[config.mk]
export PLATFORM = sky130hd
export DESIGN_NAME = jpeg_end_of_image_finder
export DESIGN_NICKNAME = d
export VERILOG_FILES = /design/src/hdl/jeoi_pkg.sv /design/src/hdl/jpeg_end_of_image_finder.sv
export SDC_FILE = /design/constraint.sdc
export NUM_CORES = 1
export LEC_CHECK = 0
export BUFFER_PORTS_ARGS = -buffer_cell sky130_fd_sc_hd__buf_2
export CAP_MARGIN = 20
export CORE_ASPECT_RATIO = 1.25
export CORE_MARGIN = 2
export CORE_UTILIZATION = 55
export CTS_CLUSTER_SIZE = 28
export DETAILED_ROUTE_END_ITERATION = 16
export PLACE_DENSITY_LB_ADDON = 0.25
export REMOVE_ABC_BUFFERS = 1
export SLEW_MARGIN = 20
export SYNTH_ARGS = -nofsm -noshare
export SYNTH_HDL_FRONTEND = slang
export SYNTH_SLANG_ARGS = --single-unit
[constraint.sdc]
create_clock -name clk -period 3.7 [get_ports clk]
set_input_delay 0.185 -clock clk [delete_from_list [all_inputs] [get_ports clk]]
set_output_delay 0.185 -clock clk [all_outputs]
set_load 0.03 [all_outputs]
[src/hdl/jeoi_pkg.sv]
// types and constants for the jpeg end-of-image finder
package jeoi_pkg;

	localparam int unsigned LENGTH_BITS = 32;

	typedef enum logic [2:0] {
		PH_IDLE   = 3'd0,
		PH_GOT_FF = 3'd1,
		PH_LEN_HI = 3'd2,
		PH_LEN_LO = 3'd3,
		PH_SKIP   = 3'd4,
		PH_DONE   = 3'd5
	} phase_t;

	localparam logic [1:0] ST_EOI   = 2'd0;
	localparam logic [1:0] ST_BOGUS = 2'd1;
	localparam logic [1:0] ST_ENDED = 2'd2;

	localparam logic [7:0] B_FF   = 8'hFF;
	localparam logic [7:0] B_00   = 8'h00;
	localparam logic [7:0] B_80   = 8'h80;
	localparam logic [7:0] B_EOI  = 8'hD9;
	localparam logic [7:0] B_JLS  = 8'hF7;
	localparam logic [7:0] B_SOS  = 8'hDA;
	localparam logic [7:0] B_RST0 = 8'hD0;
	localparam logic [7:0] B_RST7 = 8'hD7;
	localparam logic [7:0] B_TEM  = 8'h01;

	typedef struct packed {
		logic [7:0] data_byte;
		logic       first_byte;
		logic       last_byte;
	} byte_item_t;

	typedef struct packed {
		logic [1:0]  status;
		logic [31:0] image_length;
		logic        jpegls_found;
	} result_item_t;

endpackage

[src/hdl/jpeg_end_of_image_finder.sv]
// jpeg end-of-image finder: walks markers of a byte stream, one result per candidate
//
// channel   dir  handshake                    payload
// byte      in   byte_valid / byte_stall      byte_item (data_byte, first_byte, last_byte)
// result    out  result_valid / result_stall  result_item (status, image_length, jpegls_found)
//
// one byte per cycle while byte_stall is low; a byte is captured in the input register, and its result,
// if any, is registered in the result register when that byte is processed
// the marker walk is a single state update per byte between those two registers
// reset clears all control state and empties both registers
// a stalled result holds the input register; bytes keep flowing while the result
// register is empty or being taken
module jpeg_end_of_image_finder (
	input  logic                  clk,
	input  logic                  arst_n,
	input  logic                  byte_valid,
	output logic                  byte_stall,
	input  jeoi_pkg::byte_item_t  byte_item,
	output logic                  result_valid,
	input  logic                  result_stall,
	output jeoi_pkg::result_item_t result_item
);
	import jeoi_pkg::*;

	localparam int unsigned CountW = LENGTH_BITS;
	localparam int unsigned WideW  = (CountW > 32) ? CountW : 33;
	localparam logic [CountW-1:0] CountMax = '1;

	byte_item_t   item_s1;
	logic         valid_s1;
	result_item_t result_q;
	logic         result_valid_q;

	phase_t            phase_q;
	logic              in_scan_q;
	logic              jls_q;
	logic [CountW-1:0] count_q;
	logic [15:0]       skip_q;
	logic [7:0]        len_hi_q;

	phase_t            phase_d;
	logic              in_scan_d;
	logic              jls_d;
	logic [CountW-1:0] count_d;
	logic [15:0]       skip_d;
	logic [7:0]        len_hi_d;

	logic              emit;
	logic [1:0]        emit_status;
	logic              emit_len;
	logic              proc;
	logic              take_in;
	logic [7:0]        b;
	logic [15:0]       seg;
	logic [WideW-1:0]  count_wide;
	logic [31:0]       count_sat;
	logic              is_rst;

	assign proc    = valid_s1 && !(result_valid_q && result_stall);
	assign take_in = !valid_s1 || proc;
	assign byte_stall = !take_in;

	assign b      = item_s1.data_byte;
	assign seg    = {len_hi_q, b};
	assign is_rst = (b >= B_RST0) && (b <= B_RST7);

	always_comb begin
		phase_d     = phase_q;
		in_scan_d   = in_scan_q;
		jls_d       = jls_q;
		count_d     = count_q;
		skip_d      = skip_q;
		len_hi_d    = len_hi_q;
		emit        = 1'b0;
		emit_status = ST_ENDED;
		emit_len    = 1'b0;
		if (item_s1.first_byte) begin
			phase_d   = PH_IDLE;
			in_scan_d = 1'b0;
			jls_d     = 1'b0;
			count_d   = '0;
			skip_d    = '0;
			len_hi_d  = '0;
		end
		if (phase_d != PH_DONE && phase_d <= PH_SKIP) begin
			if (count_d != CountMax) begin
				count_d = count_d + 1'b1;
			end
			case (phase_d)
				PH_IDLE: begin
					if (b == B_FF) begin
						phase_d = PH_GOT_FF;
					end
				end
				PH_GOT_FF: begin
					if (b == B_FF) begin
						phase_d = PH_GOT_FF;
					end else if (b == B_00 || (jls_d && b < B_80 && in_scan_d)) begin
						phase_d = PH_IDLE;
					end else if (b == B_EOI) begin
						emit        = 1'b1;
						emit_status = ST_EOI;
						emit_len    = 1'b1;
					end else begin
						if (b == B_JLS) begin
							jls_d = 1'b1;
						end
						if (b == B_SOS) begin
							in_scan_d = 1'b1;
						end else if (!is_rst) begin
							in_scan_d = 1'b0;
						end
						if ((b >= B_RST0 && b <= B_SOS) || b == B_TEM) begin
							phase_d = PH_IDLE;
						end else begin
							phase_d = PH_LEN_HI;
						end
					end
				end
				PH_LEN_HI: begin
					len_hi_d = b;
					phase_d  = PH_LEN_LO;
				end
				PH_LEN_LO: begin
					if (seg < 16'd2) begin
						emit        = 1'b1;
						emit_status = ST_BOGUS;
					end else begin
						skip_d  = seg - 16'd2;
						phase_d = (skip_d == '0) ? PH_IDLE : PH_SKIP;
					end
				end
				PH_SKIP: begin
					if (skip_d != '0) begin
						skip_d = skip_d - 1'b1;
					end
					if (skip_d == '0) begin
						phase_d = PH_IDLE;
					end
				end
				default: begin
					phase_d = PH_DONE;
				end
			endcase
			if (!emit && item_s1.last_byte) begin
				emit        = 1'b1;
				emit_status = ST_ENDED;
			end
			if (emit) begin
				phase_d = PH_DONE;
			end
		end
	end

	assign count_wide = WideW'(count_d);
	assign count_sat  = (count_wide > WideW'(32'hFFFF_FFFF)) ? '1 : count_wide[31:0];

	always_ff @(posedge clk or negedge arst_n) begin
		if (!arst_n) begin
			valid_s1       <= 1'b0;
			result_valid_q <= 1'b0;
			phase_q        <= PH_IDLE;
			in_scan_q      <= 1'b0;
			jls_q          <= 1'b0;
			count_q        <= '0;
			skip_q         <= '0;
			len_hi_q       <= '0;
		end else begin
			if (take_in) begin
				valid_s1 <= byte_valid;
			end
			if (proc && emit) begin
				result_valid_q <= 1'b1;
			end else if (!result_stall) begin
				result_valid_q <= 1'b0;
			end
			if (proc) begin
				phase_q   <= phase_d;
				in_scan_q <= in_scan_d;
				jls_q     <= jls_d;
				count_q   <= count_d;
				skip_q    <= skip_d;
				len_hi_q  <= len_hi_d;
			end
		end
	end

	always_ff @(posedge clk) begin
		if (take_in && byte_valid) begin
			item_s1 <= byte_item;
		end
		if (proc && emit) begin
			result_q.status       <= emit_status;
			result_q.image_length <= emit_len ? count_sat : 32'd0;
			result_q.jpegls_found <= jls_d;
		end
	end

	assign result_valid = result_valid_q;
	assign result_item  = result_q;

endmodule

==> summary by stage <==
Logic synthesis
In this run the cell area of the synthesized design comes to approximately 6500 um2. Counting distinct cell types in the post-synthesis netlist gives 71. The synthesis warning total is 0. After synthesis the netlist holds a flip-flop and latch count of about 110. The share of synthesized cell area in full adder, half adder and majority cells is less than 1%. Sequential cells were found to cover between 40% and 50% of the synthesized design area.

Summed over all instances, the cell type with the most area after synthesis is dfrtp_1. Synthesis produced a netlist whose cell count is around 690. The number of synthesized flops with an enable pin is 45. The most used flip-flop cell after synthesis is dfrtp_1. Sorting the synthesized cells by area gives the leading types as dfrtp_1 (24%), edfxtp_1 (21%), nor2_1 (5.3%). The simple-gate share of the synthesized area is between 20% and 30%. The most used standard cell by instance count after synthesis is nor2_1. Multiplexer cells account for 3.737% of the synthesized area. By area, the combinational part of the netlist is dominated by simple AND/OR/NAND/NOR gates.

Ranked by instance count, the synthesized netlist is headed by nor2_1 (91), nand2_1 (80), dfrtp_1 (63), edfxtp_1 (45), o21ai_0 (40). Summing the areas of all xor and xnor instances in the mapped netlist gives 6.606% of the synthesized area. The mean instance size in the synthesized netlist is about 9.4 um2. Summing the areas of all compound-gate instances in the mapped netlist gives 15.00% of the synthesized area. Of the post-synthesis cell area, the dominant cell type holds ~24%. The share of flip-flops with an asynchronous set or reset after synthesis is around three fifths.

Global routing
Global routing finished with a remaining overflow of 0. The met1 layer usage reported by global route is 32.84%. The number of antenna violations at the first check in global routing is 0. The first global-routing pass estimated between 20000 and 30000 um of wire. The total global-route track usage is about 25%. Global routing used a little over two fifths of the available met2 tracks.

The global routing met3 resource utilization is under 10%. The busiest metal layer after global routing is met2. The via count of the first global-routing pass is between 5000 and 6000. The pin count of the biggest net entering global routing is 60.

Timing
Setup repair after global routing left no endpoint under its margin. The actual transition at the worst max-transition pin is approximately 680 ps. The total count of max-transition violations in the final report came to 0. The share of the cycle needed by the critical path after routing is between 80% and 90%. The total count of hold-check failures in the final report is 0. The maximum operating frequency is 325.5 MHz.

The smallest clock period supported by the final layout is computed as 3073 ps. The final setup TNS is 0 ps. The setup slack of the critical path after layout is roughly 630 ps. The total of endpoints with negative setup slack in the final report is 0.

The worst pin sits at a relative slew slack of a little over half. For the final database, setup skew stands at between 10 and 15 ps.

Detailed routing
In this run the remaining antenna-violating nets after routing total 0. The wire length reported by the detailed router is roughly 15000 um. The pre-antenna-repair detailed-routing pass consisted of 5 iterations. The post-detailed-route via-to-cell ratio is 6.149. After detailed routing, the number of remaining DRC violations is 0. The mean routed wirelength per cell is roughly 17 um. After the first detailed-routing iteration, the DRC count stood at 302. The total vias in the final route is between 5000 and 6000.

Final layout
Compared with the post-synthesis result, the final layout area differs by 10.67%. Across the whole layout, storage elements account for between 2000 and 3000 um2. Of the cells placed in the final design, the portion with a size suffix greater than 1 is a little over an eighth. The final net count is around 750.

The multi-input combinational cell area is 3385 um2. The diode insertion count for antenna repair is 0. The filler cell count is around 1000.

Clock network
The post-CTS resize count is 0. The post-CTS clock slew at the launch and capture registers of the worst setup and hold paths is roughly 70 ps. The tree is rooted in a clkbuf_16. The total CTS buffers is 9. TritonCTS built the clock tree.

The source-to-sink clock delay at the later pin of the worst-skew pair is 350 ps. The H-tree was split into 3 levels. For this design, the sink count on the clock tree is 108. In this run the deepest clock path goes through 2 buffers. In this run the post-CTS setup repair buffer count came out at 0.

Floorplan
51 I/O pins were placed. The effective utilization at floorplan is between 50% and 60%. The horizontal die dimension is slightly above 100 um.

The area inside the core boundary is between 10000 and 15000 um2. The die outline height is around 130 um. The number of cell rows is between 40 and 50. The die footprint is between 10000 and 15000 um2.

Power
In this run switching power makes up about two fifths of total power. The part of the power in combinational logic is around two fifths. The share of total power dissipated in the clock network is 22.4%. The sequential power share is a little under two fifths. The power per cell area is between 600 and 700 nW/um2. The design internal power is between 2 and 3 mW.

Across the VDD grid, the largest voltage drop is 0.5968 mV. The standby leakage power is approximately 2.8 nW. The switching power total is between 1.5 and 2 mW.

Critical path
Data on the critical path arrives at its endpoint at between 3000 and 4000 ps. The classification of the worst setup path is flop to flop. The critical path goes through buf_4 > nand2b_1 > nor4_4 > nand4_1 > o21ai_1 > nor3_1 > xnor2_1 > nor2_1. The highest cell delay on the worst timing path is between 500 and 600 ps. The startpoint kind of the worst setup timing path is a flop. In this run the worst path has a maximum fanout of 44.

The endpoint type of the worst setup path is a flop. The cell with the largest stage delay on the worst path is nor4_4. Data on the critical path is required at its endpoint by approximately 3800 ps.

Placed design
The total of buffers placed on input and output ports is 50. The congestion estimate from routability-driven global placement came to roughly 0.97. OpenSTA, run right after detailed placement, puts the worst setup slack at about 690 ps. The placed wire-length estimate after detailed placement is approximately 11000 um.

Run
The count of maximum capacitance violations is 0.

Min path
In this run the worst hold path is classified as input port to flop.

Run status
The flow ran to the end, and the final reports show no timing, DRC or antenna violations.
-- metal layers --
metal	routed length, um	vias up
met3	677	28
li1	-	2592
met5	0	-
met2	7706	166
met4	380	0
met1	6482	2582
-- worst paths after layout --
check                              from        endpoint  slack, ps  cells past startpoint
max in group asynchronous        arst_n     count_q[21]       2310                      3
setup reg to reg             item_s1[1]  result_item[7]        630                      8
hold / removal             byte_item[4]            b[2]         20                      1
hold reg to reg                   jls_q           jls_q        500                      2
min in group asynchronous        arst_n     len_hi_q[7]        400                      2
setup / recovery             item_s1[1]  result_item[7]        630                      8
-- what timing repair did --
action	4_1_cts	5_1_grt
hold endpoints to repair	29	2
setup endpoints to repair	0	0
hold buffers	2	2
-- per-stage QoR --
stage          hold WS (ps)  cell area (um2)  utilization, %  cells  total power [mW]
3_5_place_dp          274.5             6843           59.19    853             3.341
6_report              17.63             7189           62.19    873             4.321
3_3_place_gp          267.3             6843           59.19    853             3.327
5_1_grt              0.8721             7189           62.19    873             4.601
4_1_cts              0.6089             7164           61.97    871             4.321
2_1_floorplan        -110.6             6342               -    656             2.936
-- sequential cells by signal, indices dropped and copies added, names as in the netlist, 2 cells and up --
register     flops
result_item     35
count_q         32
skip_q          16
b                8
len_hi_q         8
phase_q          3
item_s1          2
-- layout make-up --
type | instances | share of cell area [%]
multi-input cells | 536 | 47.08
flip-flops and latches | 108 | 40.72
repair buffers | 63 | 4.977
clock buffers | 10 | 3.185
well taps | 138 | 2.402
clock inverters | 6 | 1.009
inverters | 12 | 0.6265
-- critical path, delay by kind of cell, from the launching register on --
family / cells / cell delay (ps)
AOI/OAI and AO/OA: 1 / 500
xor gates and xnor gates: 1 / 220
buffers and inverters: 1 / 300
DFF: 1 / 460
and+or+nand+nor: 5 / 1310
-- cells in the final DEF (no fill, tap or decap), drive strengths merged, types with 15 or more instances in the layout --
cell and instances:
nor2 91, nand3 16, dfrtp 63, o21ai 45
nand2 80, nor3 21, buf 59, edfxtp 45
a21oi 22, mux2i 22, nor2b 15, a22o 24
xnor2 36
-- power groups by stage --
stage	logic, mW	clock network, mW	registers (mW)
3_5_place_dp	1.67	0	1.67
5_1_grt	1.87	1.04	1.69
6_report	1.69	0.969	1.66
3_3_place_gp	1.66	0	1.67
4_1_cts	1.67	0.994	1.65
2_1_floorplan	1.22	0	1.71
-- cell families (layout without fill, tap and decap cells) --
group                      after synthesis  count (layout)
and+or+nand+nor                        315             315
muxes                                   24              24
xor gates and xnor gates                49              49
buffers and inverters                   48              91
adders and majority gates                4               4
AOI/OAI and AO/OA                      144             144
DFF                                    108             108
Note: power is estimated with default switching activity, not from simulation.
